<file path="src/design/ffba_pkg.sv">
// ----------------------------------------------------------------------------
// ffba_pkg: shared types and codes of the first-fit block allocator
// Transfer structs, status and operation codes, and the control and status
// groups passed between the sequencer and the tail stage of the cell ring.
// ----------------------------------------------------------------------------
`default_nettype none

package ffba_pkg;

  // Operation codes carried in the kind field.
  localparam logic KIND_ALLOC = 1'b0;
  localparam logic KIND_FREE  = 1'b1;

  // Result status codes.
  localparam logic [2:0] ST_OK       = 3'd0;
  localparam logic [2:0] ST_ZERO     = 3'd1;
  localparam logic [2:0] ST_BUSY     = 3'd2;
  localparam logic [2:0] ST_FULL     = 3'd3;
  localparam logic [2:0] ST_NOFIT    = 3'd4;
  localparam logic [2:0] ST_NOTFOUND = 3'd5;

  // One request transfer.
  typedef struct packed {
    logic        kind;
    logic [7:0]  owner_id;
    logic [10:0] request_size;
  } req_t;

  // One result transfer.
  typedef struct packed {
    logic       ok;
    logic [2:0] status;
  } rsp_t;

  // What the tail stage does to the entries streaming past it.
  typedef enum logic [1:0] {
    TM_PASS,
    TM_ALLOC,
    TM_FREE
  } tail_mode_e;

  typedef struct packed {
    tail_mode_e mode;
    logic       flush;
  } tail_ctrl_t;

  // Observations of the tail stage on the head entry and its own state.
  typedef struct packed {
    logic match;
    logic fit;
    logic exact;
    logic pend_v;
    logic split;
    logic merge;
  } tail_stat_t;

endpackage

`default_nettype wire

</file>
<file path="src/design/first_fit_block_allocator_core.sv">
// ----------------------------------------------------------------------------
// first_fit_block_allocator_core: first-fit heap segment allocator
// Keeps the ordered segment table in a ring of cells that rotates every cycle
// and answers allocate and free commands with one status result each.
// ----------------------------------------------------------------------------
// A command is taken when start is high and busy is low; its result appears
// on rsp_o for exactly one cycle with done_o high and must be taken then.
// An allocate of size zero is answered in the cycle after it is taken. Any
// other command waits for the head of the list to reach the ring's head
// slot, then scans one full revolution of the ring. A command that changes
// the table rotates once more and then drains the pending register into a
// free slot. The ring rotates by one slot per cycle.
`default_nettype none

module first_fit_block_allocator_core #(
  parameter int TABLE_ENTRIES = 64,
  parameter int HEAP_WORDS    = 1024,
  parameter int OWNER_BITS    = 8
) (
  input  wire logic           clk_i,
  input  wire logic           rst_ni,
  input  wire logic           start,
  output logic                busy,
  input  wire ffba_pkg::req_t req_i,
  output logic                done_o,
  output ffba_pkg::rsp_t      rsp_o
);

  localparam int LEN_W = $clog2(HEAP_WORDS + 1);
  localparam int IDX_W = $clog2(TABLE_ENTRIES);
  localparam int CNT_W = $clog2(TABLE_ENTRIES + 1);

  localparam logic [2:0] S_IDLE  = 3'd0;
  localparam logic [2:0] S_SYNC  = 3'd1;
  localparam logic [2:0] S_LAP1  = 3'd2;
  localparam logic [2:0] S_LAP2  = 3'd3;
  localparam logic [2:0] S_FLUSH = 3'd4;

  // Ring signals: slot i takes slot i+1, the last slot takes the tail output.
  logic                  cv    [TABLE_ENTRIES];
  logic                  cf    [TABLE_ENTRIES];
  logic                  cfr   [TABLE_ENTRIES];
  logic [OWNER_BITS-1:0] cown  [TABLE_ENTRIES];
  logic [LEN_W-1:0]      clen  [TABLE_ENTRIES];
  logic                  nv    [TABLE_ENTRIES];
  logic                  nf    [TABLE_ENTRIES];
  logic                  nfr   [TABLE_ENTRIES];
  logic [OWNER_BITS-1:0] nown  [TABLE_ENTRIES];
  logic [LEN_W-1:0]      nlen  [TABLE_ENTRIES];

  logic                  tv, tf, tfr;
  logic [OWNER_BITS-1:0] town;
  logic [LEN_W-1:0]      tlen;

  ffba_pkg::tail_ctrl_t  ctrl;
  ffba_pkg::tail_stat_t  stat;

  logic [2:0]            state_q, state_d;
  logic [IDX_W-1:0]      cnt_q, cnt_d;
  logic [CNT_W-1:0]      count_q, count_d;
  logic                  kind_q;
  logic [OWNER_BITS-1:0] who_q;
  logic [10:0]           size_q;
  logic                  own_q, own_d, fit_q, fit_d, exact_q, exact_d;
  logic                  done_q, done_d;
  ffba_pkg::rsp_t        rsp_q, rsp_d;
  logic                  latch;
  logic [15:0]           who_wide;
  logic                  head_first, lap_last, full;
  logic                  own_n, fit_n, exact_n;

  for (genvar i = 0; i < TABLE_ENTRIES; i++) begin : g_ring
    if (i == TABLE_ENTRIES - 1) begin : g_last
      assign nv[i]   = tv;
      assign nf[i]   = tf;
      assign nfr[i]  = tfr;
      assign nown[i] = town;
      assign nlen[i] = tlen;
    end else begin : g_mid
      assign nv[i]   = cv[i+1];
      assign nf[i]   = cf[i+1];
      assign nfr[i]  = cfr[i+1];
      assign nown[i] = cown[i+1];
      assign nlen[i] = clen[i+1];
    end

    ffba_cell #(
      .LEN_W      (LEN_W),
      .OWN_W      (OWNER_BITS),
      .HEAP_WORDS (HEAP_WORDS),
      .HEAD       (i == 0)
    ) u_cell (
      .clk_i  (clk_i),
      .rst_ni (rst_ni),
      .v_i    (nv[i]),
      .f_i    (nf[i]),
      .fr_i   (nfr[i]),
      .own_i  (nown[i]),
      .len_i  (nlen[i]),
      .v_o    (cv[i]),
      .f_o    (cf[i]),
      .fr_o   (cfr[i]),
      .own_o  (cown[i]),
      .len_o  (clen[i])
    );
  end

  ffba_tail #(
    .LEN_W (LEN_W),
    .OWN_W (OWNER_BITS)
  ) u_tail (
    .clk_i     (clk_i),
    .rst_ni    (rst_ni),
    .ctrl_i    (ctrl),
    .who_i     (who_q),
    .size_i    (size_q),
    .in_v_i    (cv[0]),
    .in_f_i    (cf[0]),
    .in_fr_i   (cfr[0]),
    .in_own_i  (cown[0]),
    .in_len_i  (clen[0]),
    .out_v_o   (tv),
    .out_f_o   (tf),
    .out_fr_o  (tfr),
    .out_own_o (town),
    .out_len_o (tlen),
    .stat_o    (stat)
  );

  // Tail mode follows the phase of the command.
  always_comb begin
    ctrl.flush = (state_q == S_FLUSH);
    if ((state_q == S_LAP2) || (state_q == S_FLUSH)) begin
      ctrl.mode = (kind_q == ffba_pkg::KIND_FREE) ? ffba_pkg::TM_FREE : ffba_pkg::TM_ALLOC;
    end else begin
      ctrl.mode = ffba_pkg::TM_PASS;
    end
  end

  // Scan flags including the head entry seen in this cycle.
  always_comb begin
    head_first = cv[0] && cf[0];
    lap_last   = (cnt_q == IDX_W'(TABLE_ENTRIES - 1));
    full       = (count_q == CNT_W'(TABLE_ENTRIES));
    own_n      = own_q | stat.match;
    fit_n      = fit_q | stat.fit;
    exact_n    = (stat.fit && !fit_q) ? stat.exact : exact_q;
    who_wide   = 16'(req_i.owner_id);
  end

  // Command sequencer.
  always_comb begin
    state_d = state_q;
    cnt_d   = cnt_q;
    own_d   = own_q;
    fit_d   = fit_q;
    exact_d = exact_q;
    done_d  = 1'b0;
    rsp_d   = rsp_q;
    latch   = 1'b0;
    unique case (state_q) inside
      S_IDLE: begin
        if (start) begin
          latch   = 1'b1;
          own_d   = 1'b0;
          fit_d   = 1'b0;
          exact_d = 1'b0;
          if ((req_i.kind == ffba_pkg::KIND_ALLOC) && (req_i.request_size == 11'd0)) begin
            done_d = 1'b1;
            rsp_d  = '{ok: 1'b0, status: ffba_pkg::ST_ZERO};
          end else begin
            state_d = S_SYNC;
          end
        end
      end
      S_SYNC, S_LAP1: begin
        if ((state_q == S_LAP1) || head_first) begin
          own_d   = own_n;
          fit_d   = fit_n;
          exact_d = exact_n;
          cnt_d   = cnt_q + IDX_W'(1);
          state_d = S_LAP1;
          if (state_q == S_SYNC) begin
            cnt_d = IDX_W'(1);
          end else if (lap_last) begin
            cnt_d   = '0;
            state_d = S_LAP2;
            if (kind_q == ffba_pkg::KIND_FREE) begin
              if (!own_n) begin
                state_d = S_IDLE;
                done_d  = 1'b1;
                rsp_d   = '{ok: 1'b0, status: ffba_pkg::ST_NOTFOUND};
              end
            end else if (own_n) begin
              state_d = S_IDLE;
              done_d  = 1'b1;
              rsp_d   = '{ok: 1'b0, status: ffba_pkg::ST_BUSY};
            end else if (!fit_n) begin
              state_d = S_IDLE;
              done_d  = 1'b1;
              rsp_d   = '{ok: 1'b0, status: ffba_pkg::ST_NOFIT};
            end else if (!exact_n && full) begin
              state_d = S_IDLE;
              done_d  = 1'b1;
              rsp_d   = '{ok: 1'b0, status: ffba_pkg::ST_FULL};
            end
          end
        end
      end
      S_LAP2: begin
        cnt_d = cnt_q + IDX_W'(1);
        if (lap_last) begin
          cnt_d   = '0;
          state_d = S_FLUSH;
        end
      end
      S_FLUSH: begin
        if (!stat.pend_v) begin
          state_d = S_IDLE;
          done_d  = 1'b1;
          rsp_d   = '{ok: 1'b1, status: ffba_pkg::ST_OK};
        end
      end
      default: begin
        state_d = S_IDLE;
      end
    endcase
  end

  // Number of valid entries in the ring.
  always_comb begin
    count_d = count_q + CNT_W'(stat.split) - CNT_W'(stat.merge);
  end

  always_ff @(posedge clk_i or negedge rst_ni) begin
    if (!rst_ni) begin
      state_q <= S_IDLE;
      cnt_q   <= '0;
      count_q <= CNT_W'(1);
      done_q  <= 1'b0;
    end else begin
      state_q <= state_d;
      cnt_q   <= cnt_d;
      count_q <= count_d;
      done_q  <= done_d;
    end
  end

  always_ff @(posedge clk_i) begin
    own_q   <= own_d;
    fit_q   <= fit_d;
    exact_q <= exact_d;
    rsp_q   <= rsp_d;
    if (latch) begin
      kind_q <= req_i.kind;
      who_q  <= who_wide[OWNER_BITS-1:0];
      size_q <= req_i.request_size;
    end
  end

  assign busy   = (state_q != S_IDLE);
  assign done_o = done_q;
  assign rsp_o  = rsp_q;

endmodule

`default_nettype wire

</file>
<file path="src/design/ffba_cell.sv">
// ----------------------------------------------------------------------------
// ffba_cell: one slot of the segment ring
// Holds one table entry and takes the entry of its neighbour every cycle.
// ----------------------------------------------------------------------------
`default_nettype none

module ffba_cell #(
  parameter int LEN_W      = 11,
  parameter int OWN_W      = 8,
  parameter int HEAP_WORDS = 1024,
  parameter bit HEAD       = 1'b0
) (
  input  wire logic             clk_i,
  input  wire logic             rst_ni,
  input  wire logic             v_i,
  input  wire logic             f_i,
  input  wire logic             fr_i,
  input  wire logic [OWN_W-1:0] own_i,
  input  wire logic [LEN_W-1:0] len_i,
  output logic                  v_o,
  output logic                  f_o,
  output logic                  fr_o,
  output logic [OWN_W-1:0]      own_o,
  output logic [LEN_W-1:0]      len_o
);

  logic             v_q, f_q, fr_q;
  logic [OWN_W-1:0] own_q;
  logic [LEN_W-1:0] len_q;

  // Control bits and length; the head slot starts as the whole free heap.
  always_ff @(posedge clk_i or negedge rst_ni) begin
    if (!rst_ni) begin
      v_q   <= HEAD;
      f_q   <= HEAD;
      fr_q  <= HEAD;
      len_q <= HEAD ? LEN_W'(HEAP_WORDS) : '0;
    end else begin
      v_q   <= v_i;
      f_q   <= f_i;
      fr_q  <= fr_i;
      len_q <= len_i;
    end
  end

  // The owner is only read for owned entries, which were always written.
  always_ff @(posedge clk_i) begin
    own_q <= own_i;
  end

  assign v_o   = v_q;
  assign f_o   = f_q;
  assign fr_o  = fr_q;
  assign own_o = own_q;
  assign len_o = len_q;

endmodule

`default_nettype wire

</file>
<file path="src/design/ffba_tail.sv">
// ----------------------------------------------------------------------------
// ffba_tail: processing stage that closes the segment ring
// Looks at the head entry, marks, splits or merges it, and feeds the result
// into the last slot. A pending register absorbs the extra entry of a split
// and holds the run being merged during a release.
// ----------------------------------------------------------------------------
`default_nettype none

module ffba_tail #(
  parameter int LEN_W = 11,
  parameter int OWN_W = 8
) (
  input  wire logic                 clk_i,
  input  wire logic                 rst_ni,
  input  wire ffba_pkg::tail_ctrl_t ctrl_i,
  input  wire logic [OWN_W-1:0]     who_i,
  input  wire logic [10:0]          size_i,
  input  wire logic                 in_v_i,
  input  wire logic                 in_f_i,
  input  wire logic                 in_fr_i,
  input  wire logic [OWN_W-1:0]     in_own_i,
  input  wire logic [LEN_W-1:0]     in_len_i,
  output logic                      out_v_o,
  output logic                      out_f_o,
  output logic                      out_fr_o,
  output logic [OWN_W-1:0]          out_own_o,
  output logic [LEN_W-1:0]          out_len_o,
  output ffba_pkg::tail_stat_t      stat_o
);

  localparam int CMP_W = (LEN_W > 11) ? LEN_W : 11;

  logic             pv_q, pv_d, pf_q, pf_d, pfr_q, pfr_d;
  logic [OWN_W-1:0] pown_q, pown_d;
  logic [LEN_W-1:0] plen_q, plen_d;
  logic             taken_q, taken_d;

  logic [CMP_W-1:0] len_c, size_c;
  logic             match, fit, exact, fr_e;

  // Compare the head entry against the request.
  always_comb begin
    len_c  = CMP_W'(in_len_i);
    size_c = CMP_W'(size_i);
    match  = in_v_i && !in_fr_i && (in_own_i == who_i);
    fit    = in_v_i && in_fr_i && (len_c >= size_c);
    exact  = (len_c == size_c);
    fr_e   = in_fr_i | match;
  end

  // Entry rewrite and pending register update.
  always_comb begin
    out_v_o   = in_v_i;
    out_f_o   = in_f_i;
    out_fr_o  = in_fr_i;
    out_own_o = in_own_i;
    out_len_o = in_len_i;
    pv_d      = pv_q;
    pf_d      = pf_q;
    pfr_d     = pfr_q;
    pown_d    = pown_q;
    plen_d    = plen_q;
    taken_d   = taken_q;
    stat_o    = '0;
    stat_o.match  = match;
    stat_o.fit    = fit;
    stat_o.exact  = exact;
    stat_o.pend_v = pv_q;

    case (ctrl_i.mode)
      ffba_pkg::TM_ALLOC: begin
        if (!ctrl_i.flush && !taken_q && fit) begin
          // First fitting free segment: take it whole or split it.
          taken_d   = 1'b1;
          out_fr_o  = 1'b0;
          out_own_o = who_i;
          if (!exact) begin
            out_len_o    = LEN_W'(size_c);
            pv_d         = 1'b1;
            pf_d         = 1'b0;
            pfr_d        = 1'b1;
            pown_d       = who_i;
            plen_d       = LEN_W'(len_c - size_c);
            stat_o.split = 1'b1;
          end
        end else if (pv_q) begin
          // Everything behind the split moves one slot until a gap is met.
          out_v_o   = 1'b1;
          out_f_o   = pf_q;
          out_fr_o  = pfr_q;
          out_own_o = pown_q;
          out_len_o = plen_q;
          pv_d      = in_v_i;
          pf_d      = in_f_i;
          pfr_d     = in_fr_i;
          pown_d    = in_own_i;
          plen_d    = in_len_i;
        end
      end
      ffba_pkg::TM_FREE: begin
        if (!ctrl_i.flush) begin
          // Hold the last entry; fold a free entry into a held free one.
          if (in_v_i) begin
            if (pv_q && pfr_q && fr_e) begin
              out_v_o      = 1'b0;
              plen_d       = plen_q + in_len_i;
              stat_o.merge = 1'b1;
            end else begin
              out_v_o   = pv_q;
              out_f_o   = pf_q;
              out_fr_o  = pfr_q;
              out_own_o = pown_q;
              out_len_o = plen_q;
              pv_d      = 1'b1;
              pf_d      = in_f_i;
              pfr_d     = fr_e;
              pown_d    = in_own_i;
              plen_d    = in_len_i;
            end
          end
        end else if (pv_q) begin
          out_v_o   = 1'b1;
          out_f_o   = pf_q;
          out_fr_o  = pfr_q;
          out_own_o = pown_q;
          out_len_o = plen_q;
          pv_d      = in_v_i;
          pf_d      = in_f_i;
          pfr_d     = in_fr_i;
          pown_d    = in_own_i;
          plen_d    = in_len_i;
        end
      end
      default: begin
        taken_d = 1'b0;
      end
    endcase
  end

  always_ff @(posedge clk_i or negedge rst_ni) begin
    if (!rst_ni) begin
      pv_q    <= 1'b0;
      taken_q <= 1'b0;
    end else begin
      pv_q    <= pv_d;
      taken_q <= taken_d;
    end
  end

  always_ff @(posedge clk_i) begin
    pf_q   <= pf_d;
    pfr_q  <= pfr_d;
    pown_q <= pown_d;
    plen_q <= plen_d;
  end

endmodule

`default_nettype wire

</file>
<file path="config.mk">
export PLATFORM = sky130hd
export DESIGN_NAME = first_fit_block_allocator_core
export DESIGN_NICKNAME = d
export VERILOG_FILES = /design/src/design/ffba_pkg.sv /design/src/design/first_fit_block_allocator_core.sv /design/src/design/ffba_cell.sv /design/src/design/ffba_tail.sv
export SDC_FILE = /design/constraint.sdc
export NUM_CORES = 1
export LEC_CHECK = 0
export BUFFER_PORTS_ARGS = -buffer_cell sky130_fd_sc_hd__buf_2
export CORE_MARGIN = 5
export CORE_UTILIZATION = 45
export CTS_BUF_LIST = sky130_fd_sc_hd__clkbuf_2 sky130_fd_sc_hd__clkbuf_4 sky130_fd_sc_hd__clkbuf_8
export DETAILED_ROUTE_END_ITERATION = 7
export PLACE_DENSITY = 0.6
export SYNTH_ARGS = -nofsm -noshare
export SYNTH_HDL_FRONTEND = slang
export SYNTH_SLANG_ARGS = --single-unit
</file>
<file path="constraint.sdc">
create_clock -name clk_i -period 3.6 [get_ports clk_i]
set_input_delay 0.18 -clock clk_i [delete_from_list [all_inputs] [get_ports clk_i]]
set_output_delay 0.18 -clock clk_i [all_outputs]
set_load 0.005 [all_outputs]
</file>
==> results of run 1 <==
cells by family (layout without fill, tap and decap cells):
kind of cell,count (synthesis),after routing,share of synthesized area
flip-flops,1475,1475,0.902
other,0,1,0
buffers and inverters,78,504,0.00806
adder cells (fa/ha/maj),34,34,0.0117
XOR/XNOR,30,30,0.00685
AND/OR/NAND/NOR,192,192,0.0239
multiplexers,40,40,0.0106
AO/OA/AOI/OAI,210,210,0.0366
through the flow:
stage / worst slack (ns) / hold slack [ns] / utilization / total power, W
CTS: 0.285 / 0.00895 / 0.530 / 0.0309
global route: 0.00738 / 0.0512 / 0.530 / 0.0318
detailed placement: 0.304 / 0.220 / 0.474 / 0.0171
floorplan: 0.422 / -0.116 / - / 0.0169
global placement: 0.328 / 0.203 / 0.474 / 0.0171
finish: 0.248 / 0.0901 / 0.530 / 0.0304
path summary, 6_finish.rpt:
| kind | endpoint | depth (start not counted) | startpoint |
|---|---|---|---|
| worst max-delay path | g_ring[63].u_cell.len_o[3] | 8 | state_q[1] |
| worst min-delay path | g_ring[24].u_cell.len_o[9] | 3 | rst_ni |
| worst max register to register | g_ring[63].u_cell.len_o[3] | 8 | state_q[1] |
| worst min register to register | g_ring[58].u_cell.own_o[0] | 0 | g_ring[59].u_cell.own_o[0] |
| max in group asynchronous | g_ring[43].u_cell.fr_o | 4 | rst_ni |
| min in group clk_i | who_q[1] | 2 | req_i[12] |
area by class of cell:
| cell class | count | area [sq um] | share of cell area |
|---|---|---|---|
| multi-input cells | 506 | 3440 | 0.0765 |
| repair buffers | 89 | 808 | 0.0180 |
| diodes | 1 | 2.50 | 0.0000556 |
| clock buffers | 327 | 4060 | 0.0902 |
| flip-flops and latches | 1475 | 34600 | 0.768 |
| clock inverters | 44 | 510 | 0.0113 |
| inverters | 44 | 165 | 0.00367 |
| well taps | 1144 | 1430 | 0.0318 |
state kept, by name (all words and copies together) (netlist names), 7 cells and up:
name	flops
who_q	8
size_q	11
g_ring.u_cell.fr_o	64
count_q	7
g_ring.u_cell.own_o	512
u_tail.plen_q	11
g_ring.u_cell.v_o	64
g_ring.u_cell.len_o	704
g_ring.u_cell.f_o	64
u_tail.pown_q	8
cells in the mapped netlist, drive strengths merged (8+ instances only):
cell    instances  share of area
dfrtp         910           0.59
dfxtp         512           0.27
nand2          63         0.0062
o21ai          51         0.0068
nor2           49         0.0049
edfxtp         48          0.038
a21oi          44         0.0057
inv            43         0.0042
mux2i          35         0.0091
ha             31          0.010
clkbuf         24         0.0023
o211ai         16         0.0031
xnor2          16         0.0037
nor3           15         0.0020
xor2           14         0.0032
a211oi         12         0.0025
o22ai          12         0.0020
and2           10         0.0016
buf            10         0.0014
a31oi           9         0.0019
and3            9         0.0015
a221o           8         0.0021
nand3           8         0.0010
routing by layer:
metal,track usage,vias up,wire [um]
met5,0,-,0
met4,0.0597,0,1580
met3,0.0346,122,2600
met2,0.180,361,24300
met1,0.201,8402,28700
li1,-,7365,-
tightest hold or removal path: cells and delay by family:
family / cells / cell delay [ns]
buffers and inverters: 3 / 1.08
power by group through the flow:
stage,sequential [W],clock [W],combinational (W)
detailed placement,0.0169,0,0.000260
global placement,0.0169,0,0.000249
global route,0.0165,0.0149,0.000321
CTS,0.0166,0.0141,0.000287
floorplan,0.0169,0,0.00000106
finish,0.0166,0.0136,0.000267
==> flow_metrics.env, run 1 <==
export IMPL_synth_ff_type="dfrtp_1"
export IMPL_required_ns=4.30
export IMPL_tightest_slew_ns=0.907
export IMPL_synth_nets=2116
export IMPL_cts_tree="yes"
export IMPL_final_nets=2377
export IMPL_cp_cell_sequence="nor2_1 > nand2_1 > clkinv_1 > nor2_2 > nor2_1 > and3_1 > a21o_1 > a221o_1"
export IMPL_ioPinCount=29
export IMPL_postPlaceCellArea_sq_um=40200
export IMPL_yosys_cell_types_count=66
export IMPL_ys_warn_count=0
export IMPL_grt_pass1_vias=17600
export IMPL_hold_path_class="input port to async pin"
export IMPL_cts_sinks=1475
export IMPL_cp_arrival_ns=4.05
export IMPL_syn_area_sq_um=38300
export IMPL_final_cell_mix="dfrtp_1, dfxtp_1, clkbuf_8, clkbuf_4, nand2_1"
export IMPL_num_vias=16300
export IMPL_initial_core_util=0.452
export IMPL_synth_edff_count=48
export IMPL_hold_buffers=23
export IMPL_drive_gt1_frac=0.184
export IMPL_grt_total_usage=0.132
export IMPL_finalSetupViolCount=0
export IMPL_rows=107
export IMPL_antenna_found_initial=3
export IMPL_grt_pass1_wl_um=95300
export IMPL_cts_reportedPaths_clkPinSlew_ns=0.06
export IMPL_slowest_delay_ns=0.62
export IMPL_r2r_slack_ns=0.25
export IMPL_numCtsBuffers=204
export IMPL_critical_path_slowest_cell="nor2_2"
export IMPL_critPathKind="flop to flop"
export IMPL_root_buffer="clkbuf_8"
export IMPL_tns_ns=0
export IMPL_fin_crit_sh=0.931
export IMPL_drt_wirelength_per_cell_um=15.8
export IMPL_final_antenna_net_count=0
export IMPL_postLayoutCellArea_sq_um=45000
export IMPL_drt_iter0_drc=1038
export IMPL_cap_violations=0
export IMPL_cp_num_buf_inv=1
export IMPL_synthCells=2059
export IMPL_n_fill_cell=6772
export IMPL_post_cts_resized=0
export IMPL_p_sw_w=0.00611
export IMPL_via_per_inst=4.48
export IMPL_mostFrequentLayoutCell="dfrtp_1"
export IMPL_finalHoldViolCount=0
export IMPL_dpl_hpwl_um=30800
export IMPL_maxSlewViolCount=0
export IMPL_path_max_fanout=18
export IMPL_p_sw_frac=0.201
export IMPL_post_cts_repair_setup_buffers=0
export IMPL_p_clk_frac=0.447
export IMPL_p_seq_frac=0.544
export IMPL_core_area_sq_um=84900
export IMPL_grt_max_degree=111
export IMPL_drtPass1Iterations=5
export IMPL_rsz0062_at_grt="false"
export IMPL_portBuffers=28
export IMPL_relSlewSlack=0.393
export IMPL_internal_power_w=0.0243
export IMPL_comb_power_share=0.009
export IMPL_powerDensity_nw_per_um2=676
export IMPL_die_width_um=302
export IMPL_clk_latency_ns=0.83
export IMPL_dieArea_sq_um=91100
export IMPL_drt_wl_total_um=57200
export IMPL_synthToLayoutAreaGrowth_pct=17.4
export IMPL_die_height_um=302
export IMPL_async_flop_share=0.620
export IMPL_yosysSeqAreaShare=0.902
export IMPL_grt_ovfl_total=0
export IMPL_syn_area_per_cell_sq_um=18.6
export IMPL_cpMostUsedCell="nor2_1"
export IMPL_final_cells=3630
export IMPL_gp_congestion=0.825
export IMPL_placed_cells=3235
export IMPL_fin_skew_ns=0.0302
export IMPL_clock_path_buffers=3
export IMPL_start_kind="flop"
export IMPL_drc_errors=0
export IMPL_fmax_ghz=0.298
export IMPL_synth_seq_cells=1475
export IMPL_ir_drop_v=0.000529
export IMPL_status="finished, final reports clean"
export IMPL_crit_family="simple AND/OR/NAND/NOR gates"
export IMPL_leakage_nw=21.5
export IMPL_crit_path_end_kind="flop"
export IMPL_cts_htree_levels=4
export IMPL_period_needed_ns=3.35
No activity file was read; power rests on OpenSTA's default activity.
==> run 2: changes to the inputs <==
--- a/config.mk
+++ b/config.mk
@@ -11,6 +11,7 @@
 export CTS_BUF_LIST = sky130_fd_sc_hd__clkbuf_2 sky130_fd_sc_hd__clkbuf_4 sky130_fd_sc_hd__clkbuf_8
 export DETAILED_ROUTE_END_ITERATION = 7
 export PLACE_DENSITY = 0.6
+export SETUP_SLACK_MARGIN = 0.5
 export SYNTH_ARGS = -nofsm -noshare
 export SYNTH_HDL_FRONTEND = slang
 export SYNTH_SLANG_ARGS = --single-unit
==> run 2 against run 1 <==
Effect of this change: sequential cell count stayed put; global-route usage up 0.47 points; routed wire length rose by 2.7%; non-clock buffer count increased by 9; hold slack got worse by 0.032 ns; largest power group unchanged; total power rose by 1.0%; cell area increased by 0.84%; critical path depth up 6.
==> flow_metrics.env, run 2 (synthesis gave the netlist of run 1 again) <==
export IMPL_slowest_delay_ns=0.46
export IMPL_largest_register_ffs=704
export IMPL_p_clk_frac=0.453
export IMPL_grt_pass1_vias=18100
export IMPL_n_fill_cell=6737
export IMPL_maxSlewViolCount=0
export IMPL_crit_family="adder cells"
export IMPL_finalHoldViolCount=0
export IMPL_crit_cells=14
export IMPL_comb_power_share=0.009
export IMPL_final_cell_mix="dfrtp_1, dfxtp_1, clkbuf_8, clkbuf_4, nand2_1"
export IMPL_tightest_slew_ns=1.11
export IMPL_drt_wl_total_um=58700
export IMPL_clk_latency_ns=0.84
export IMPL_crit_path_end_kind="flop"
export IMPL_finalSetupViolCount=0
export IMPL_die_width_um=302
export IMPL_via_per_inst=4.47
export IMPL_fin_skew_ns=0.0302
export IMPL_p_sw_w=0.00619
export IMPL_internal_power_w=0.0246
export IMPL_cts_reportedPaths_clkPinSlew_ns=0.07
export IMPL_hold_path_class="input port to async pin"
export IMPL_cts_sinks=1475
export IMPL_relSlewSlack=0.257
export IMPL_fin_hold_ws_ns=0.0578
export IMPL_numCtsBuffers=209
export IMPL_core_area_sq_um=84900
export IMPL_drt_iter0_drc=1035
export IMPL_postLayoutCellArea_sq_um=45400
export IMPL_grt_total_usage=0.137
export IMPL_drt_wirelength_per_cell_um=16.0
export IMPL_r2r_slack_ns=0.65
export IMPL_start_kind="flop"
export IMPL_mostFrequentLayoutCell="dfrtp_1"
export IMPL_drtPass1Iterations=5
export IMPL_critPathKind="flop to flop"
export IMPL_cp_cell_sequence="ha_4 > a211oi_1 > nor2_1 > nor3_2 > o22ai_2 > and3_1 > ha_1 > fa_2 > a21oi_2 > nor2_1 > o21ai_0 > a21oi_1 > nor2_1 > xnor2_1"
export IMPL_die_height_um=302
export IMPL_critical_path_slowest_cell="dfrtp_1"
export IMPL_fin_crit_sh=0.821
export IMPL_final_nets=2391
export IMPL_required_ns=4.34
export IMPL_leakage_nw=21.6
export IMPL_num_vias=16400
export IMPL_period_needed_ns=2.95
export IMPL_status="finished, final reports clean"
export IMPL_dpl_hpwl_um=32100
export IMPL_cp_num_buf_inv=0
export IMPL_drc_errors=0
export IMPL_cts_tree="yes"
export IMPL_antenna_found_initial=1
export IMPL_ioPinCount=29
export IMPL_portBuffers=28
export IMPL_path_max_fanout=7
export IMPL_final_antenna_net_count=0
export IMPL_rsz0062_at_grt="true"
export IMPL_grt_ovfl_total=0
export IMPL_initial_core_util=0.452
export IMPL_rows=107
export IMPL_ir_drop_v=0.000443
export IMPL_cpMostUsedCell="nor2_1"
export IMPL_powerDensity_nw_per_um2=678
export IMPL_grt_max_degree=121
export IMPL_fmax_ghz=0.338
export IMPL_tns_ns=0
export IMPL_gp_congestion=0.825
export IMPL_cp_arrival_ns=3.70
export IMPL_clock_path_buffers=3
export IMPL_root_buffer="clkbuf_8"
export IMPL_dieArea_sq_um=91100
export IMPL_p_seq_frac=0.539
export IMPL_synthToLayoutAreaGrowth_pct=18.4
export IMPL_cts_htree_levels=4
export IMPL_ff2ff_path_depth=14
export IMPL_drive_gt1_frac=0.204
export IMPL_postPlaceCellArea_sq_um=40300
export IMPL_p_sw_frac=0.201
export IMPL_grt_pass1_wl_um=98100
export IMPL_cap_violations=0
run 2: metal layers:
metal	GRT usage	wire [um]	vias up
met5	0	0	-
met4	0.0617	1740	0
met3	0.0390	2660	154
met2	0.189	25100	352
met1	0.204	29200	8444
li1	-	-	7408
run 2: repair_timing:
item                                    in CTS  in global routing
endpoints found under the setup margin       1                 14
hold endpoints to repair                   130                  0
hold buffers                                23                  0
resized for setup                            3                 25
buffers inserted                             0                  2
pin swaps                                    2                  5
run 2: path summary, 6_finish.rpt:
path / start / to
max: g_ring[0].u_cell.len_o[8] / count_q[6]
min: rst_ni / g_ring[17].u_cell.len_o[6]
max reg2reg: g_ring[0].u_cell.len_o[8] / count_q[6]
min reg2reg: g_ring[32].u_cell.own_o[5] / g_ring[31].u_cell.own_o[5]
max in group asynchronous: rst_ni / g_ring[15].u_cell.len_o[7]
min in group clk_i: req_i[11] / who_q[0]
run 2: final cells by class:
class | instances | area [sq um] | area share
antenna | 1 | 2.50 | 0.0000551
clock buffer | 346 | 4240 | 0.0935
clock inverter | 45 | 489 | 0.0108
inverter | 44 | 165 | 0.00364
multi-input combinational | 506 | 3590 | 0.0791
sequential | 1475 | 34600 | 0.762
tap | 1144 | 1430 | 0.0315
timing repair buffer | 98 | 871 | 0.0192
run 2: power groups by stage:
stage                     sequential (W)  clock, W  combinational (W)
final                             0.0166    0.0139           0.000271
after global routing              0.0165    0.0152           0.000328
after CTS                         0.0166    0.0145           0.000291
after detailed placement          0.0169         0           0.000269
after global placement            0.0169         0           0.000259
after floorplan                   0.0169         0         0.00000106
run 2: metrics by stage:
stage | setup slack (ns) | power (W) | std cells | util
final | 0.645 | 0.0308 | 3659 | 0.535
after global routing | 0.428 | 0.0321 | 3659 | 0.535
after CTS | 0.524 | 0.0313 | 3656 | 0.534
after detailed placement | 0.491 | 0.0172 | 3242 | 0.475
after global placement | 0.432 | 0.0171 | 3242 | 0.475
after floorplan | 0.540 | 0.0169 | 2059 | -
==> run 3: changes to the inputs <==
--- a/config.mk
+++ b/config.mk
@@ -10,7 +10,7 @@
 export CORE_UTILIZATION = 45
 export CTS_BUF_LIST = sky130_fd_sc_hd__clkbuf_2 sky130_fd_sc_hd__clkbuf_4 sky130_fd_sc_hd__clkbuf_8
 export DETAILED_ROUTE_END_ITERATION = 7
-export PLACE_DENSITY = 0.6
+export PLACE_DENSITY = 0.62
 export SETUP_SLACK_MARGIN = 0.5
 export SYNTH_ARGS = -nofsm -noshare
 export SYNTH_HDL_FRONTEND = slang
==> constraint.sdc (replaced) <==
create_clock -name clk_i -period 2.65 [get_ports clk_i]
set_input_delay 0.1325 -clock clk_i [delete_from_list [all_inputs] [get_ports clk_i]]
set_output_delay 0.1325 -clock clk_i [all_outputs]
set_load 0.005 [all_outputs]
==> run 3 against run 2 <==
Effect of this change: the run now ends with setup timing left; hold slack improved by 0.065 ns; sequential cell count stayed put; clock skew up 0.015 ns; first-iteration DRC count increased by 7.7%; critical path type unchanged; largest power group unchanged.
==> flow_metrics.env, run 3 (synthesis gave the netlist of run 1 again) <==
export IMPL_crit_end="count_q[6]"
export IMPL_ir_drop_v=0.000641
export IMPL_dieArea_sq_um=91100
export IMPL_critical_path_slowest_cell="edfxtp_1"
export IMPL_drtPass1Iterations=5
export IMPL_finalSetupViolCount=42
export IMPL_dpl_hpwl_um=34200
export IMPL_cts_htree_levels=4
export IMPL_slowest_delay_ns=0.39
export IMPL_antenna_found_initial=1
export IMPL_mostFrequentLayoutCell="dfrtp_1"
export IMPL_violations="setup timing"
export IMPL_gp_congestion=0.836
export IMPL_synthToLayoutAreaGrowth_pct=24.0
export IMPL_core_area_sq_um=84900
export IMPL_postPlaceCellArea_sq_um=41200
export IMPL_crit_cells=15
export IMPL_cp_arrival_ns=3.59
export IMPL_leakage_nw=22.6
export IMPL_maxSlewViolCount=0
export IMPL_status="finished with violations"
export IMPL_rsz0062_at_grt="true"
export IMPL_die_height_um=302
export IMPL_period_needed_ns=2.85
export IMPL_final_cell_mix="dfrtp_1, dfxtp_1, clkbuf_8, buf_4, clkbuf_4"
export IMPL_fmax_ghz=0.351
export IMPL_die_width_um=302
export IMPL_final_nets=2532
export IMPL_ioPinCount=29
export IMPL_tightest_slew_ns=0.767
export IMPL_cp_num_buf_inv=1
export IMPL_via_per_inst=4.49
export IMPL_drive_gt1_frac=0.276
export IMPL_num_vias=17000
export IMPL_largest_register_ffs=704
export IMPL_drt_iter0_drc=1115
export IMPL_fin_skew_ns=0.0455
export IMPL_critPathKind="flop to flop"
export IMPL_crit_path_end_kind="flop"
export IMPL_drt_wirelength_per_cell_um=16.3
export IMPL_cts_reportedPaths_clkPinSlew_ns=0.06
export IMPL_hold_path_class="input port to flop"
export IMPL_cap_violations=0
export IMPL_crit_family="adder cells"
export IMPL_grt_pass1_wl_um=103000
export IMPL_post_route_util=0.560
export IMPL_relSlewSlack=0.489
export IMPL_seqCellArea_sq_um=34600
export IMPL_ff2ff_path_depth=15
export IMPL_drc_errors=0
export IMPL_tns_ns=-3.13
export IMPL_r2r_slack_ns=-0.20
export IMPL_powerDensity_nw_per_um2=887
export IMPL_multi_input_area_sq_um=4250
export IMPL_initial_core_util=0.452
export IMPL_r2r_start="size_q[8]"
export IMPL_fin_crit_sh=1.07
export IMPL_n_fill_cell=6459
export IMPL_rows=107
export IMPL_cts_tree="yes"
export IMPL_cp_cell_sequence="inv_1 > ha_4 > a211oi_2 > nor2_1 > nor3_2 > o22ai_4 > and3_4 > ha_4 > fa_2 > a21oi_2 > nor2_2 > o21ai_1 > a21oi_1 > nor2_1 > xnor2_1"
export IMPL_finalHoldViolCount=0
export IMPL_grt_max_degree=89
export IMPL_grt_ovfl_total=0
export IMPL_clock_path_buffers=3
export IMPL_start_kind="flop"
export IMPL_postLayoutCellArea_sq_um=47500
export IMPL_total_power_w=0.0422
export IMPL_portBuffers=28
export IMPL_path_max_fanout=4
export IMPL_setup_slack_ns=-0.198
export IMPL_required_ns=3.39
export IMPL_cts_sinks=1475
export IMPL_critPathLaunch="size_q[8]"
export IMPL_r2r_end="count_q[6]"
export IMPL_final_antenna_net_count=0
export IMPL_grt_total_usage=0.143
export IMPL_drt_wl_total_um=61800
export IMPL_clk_latency_ns=0.84
export IMPL_grt_pass1_vias=18900
export IMPL_root_buffer="clkbuf_8"
export IMPL_numCtsBuffers=209
-- run 3: changes by cell type in the layout (fill, tap and decap cells not counted), sizes merged --
| cell | before | now |
|---|---|---|
| buf | 75 | 204 |
| clkinv | 22 | 24 |
| bufinv | 6 | 10 |
| bufbuf | 0 | 1 |
| clkbuf | 346 | 335 |
| dlygate4sd3 | 23 | 34 |
| inv | 57 | 55 |
| clkinvlp | 4 | 2 |
-- run 3: layout make-up --
class / instances / area share
sequential: 1475 / 0.728
multi-input combinational: 506 / 0.0893
clock buffer: 335 / 0.0883
timing repair buffer: 239 / 0.0479
tap: 1144 / 0.0301
clock inverter: 47 / 0.0132
inverter: 44 / 0.00350
antenna: 1 / 0.0000526
-- run 3: worst min-delay path by stage --
stage | cells past startpoint | start | slack (ns) | to
after global placement | 1 | rst_ni | 0.19 | g_ring[11].u_cell.len_o[3]
after detailed placement | 1 | rst_ni | 0.19 | g_ring[11].u_cell.len_o[3]
after global routing | 2 | req_i[2] | 0.02 | size_q[2]
after CTS | 2 | req_i[2] | 0.0006 | size_q[2]
after floorplan | 0 | rst_ni | -0.16 | cnt_q[0]
final | 2 | req_i[2] | 0.12 | size_q[2]
-- run 3: report_power, final --
group | internal [W] | leakage (nW) | switching, W
clock | 0.0111 | 2.56 | 0.00818
sequential | 0.0225 | 17.3 | 0.000000630
combinational | 0.0000981 | 2.73 | 0.000290
-- run 3: what timing repair did --
| action | in CTS | in global routing |
|---|---|---|
| endpoints found under the setup margin | 83 | 85 |
| hold buffers | 34 | 0 |
| gates resized for setup | 123 | 52 |
| gates cloned | 4 | 1 |
| setup buffers | 23 | 14 |
| endpoints found under the hold margin | 924 | 0 |
| pin swaps | 50 | 39 |
-- run 3: per-layer routing --
layer / part of all wire / vias to the layer above / global-route usage
li1: - / 7695 / -
met1: 0.49 / 8795 / 0.213
met2: 0.44 / 389 / 0.204
met3: 0.044 / 135 / 0.0349
met4: 0.025 / 0 / 0.0600
met5: 0 / - / 0
-- run 3: per-stage QoR --
step	setup WS, ns	hold WS [ns]	cells
floorplan	-0.199	-0.163	2059
global placement	-0.244	0.186	3332
CTS	-0.178	0.000561	3775
global route	-0.379	0.0165	3791
finish	-0.198	0.123	3791
detailed placement	-0.228	0.192	3332
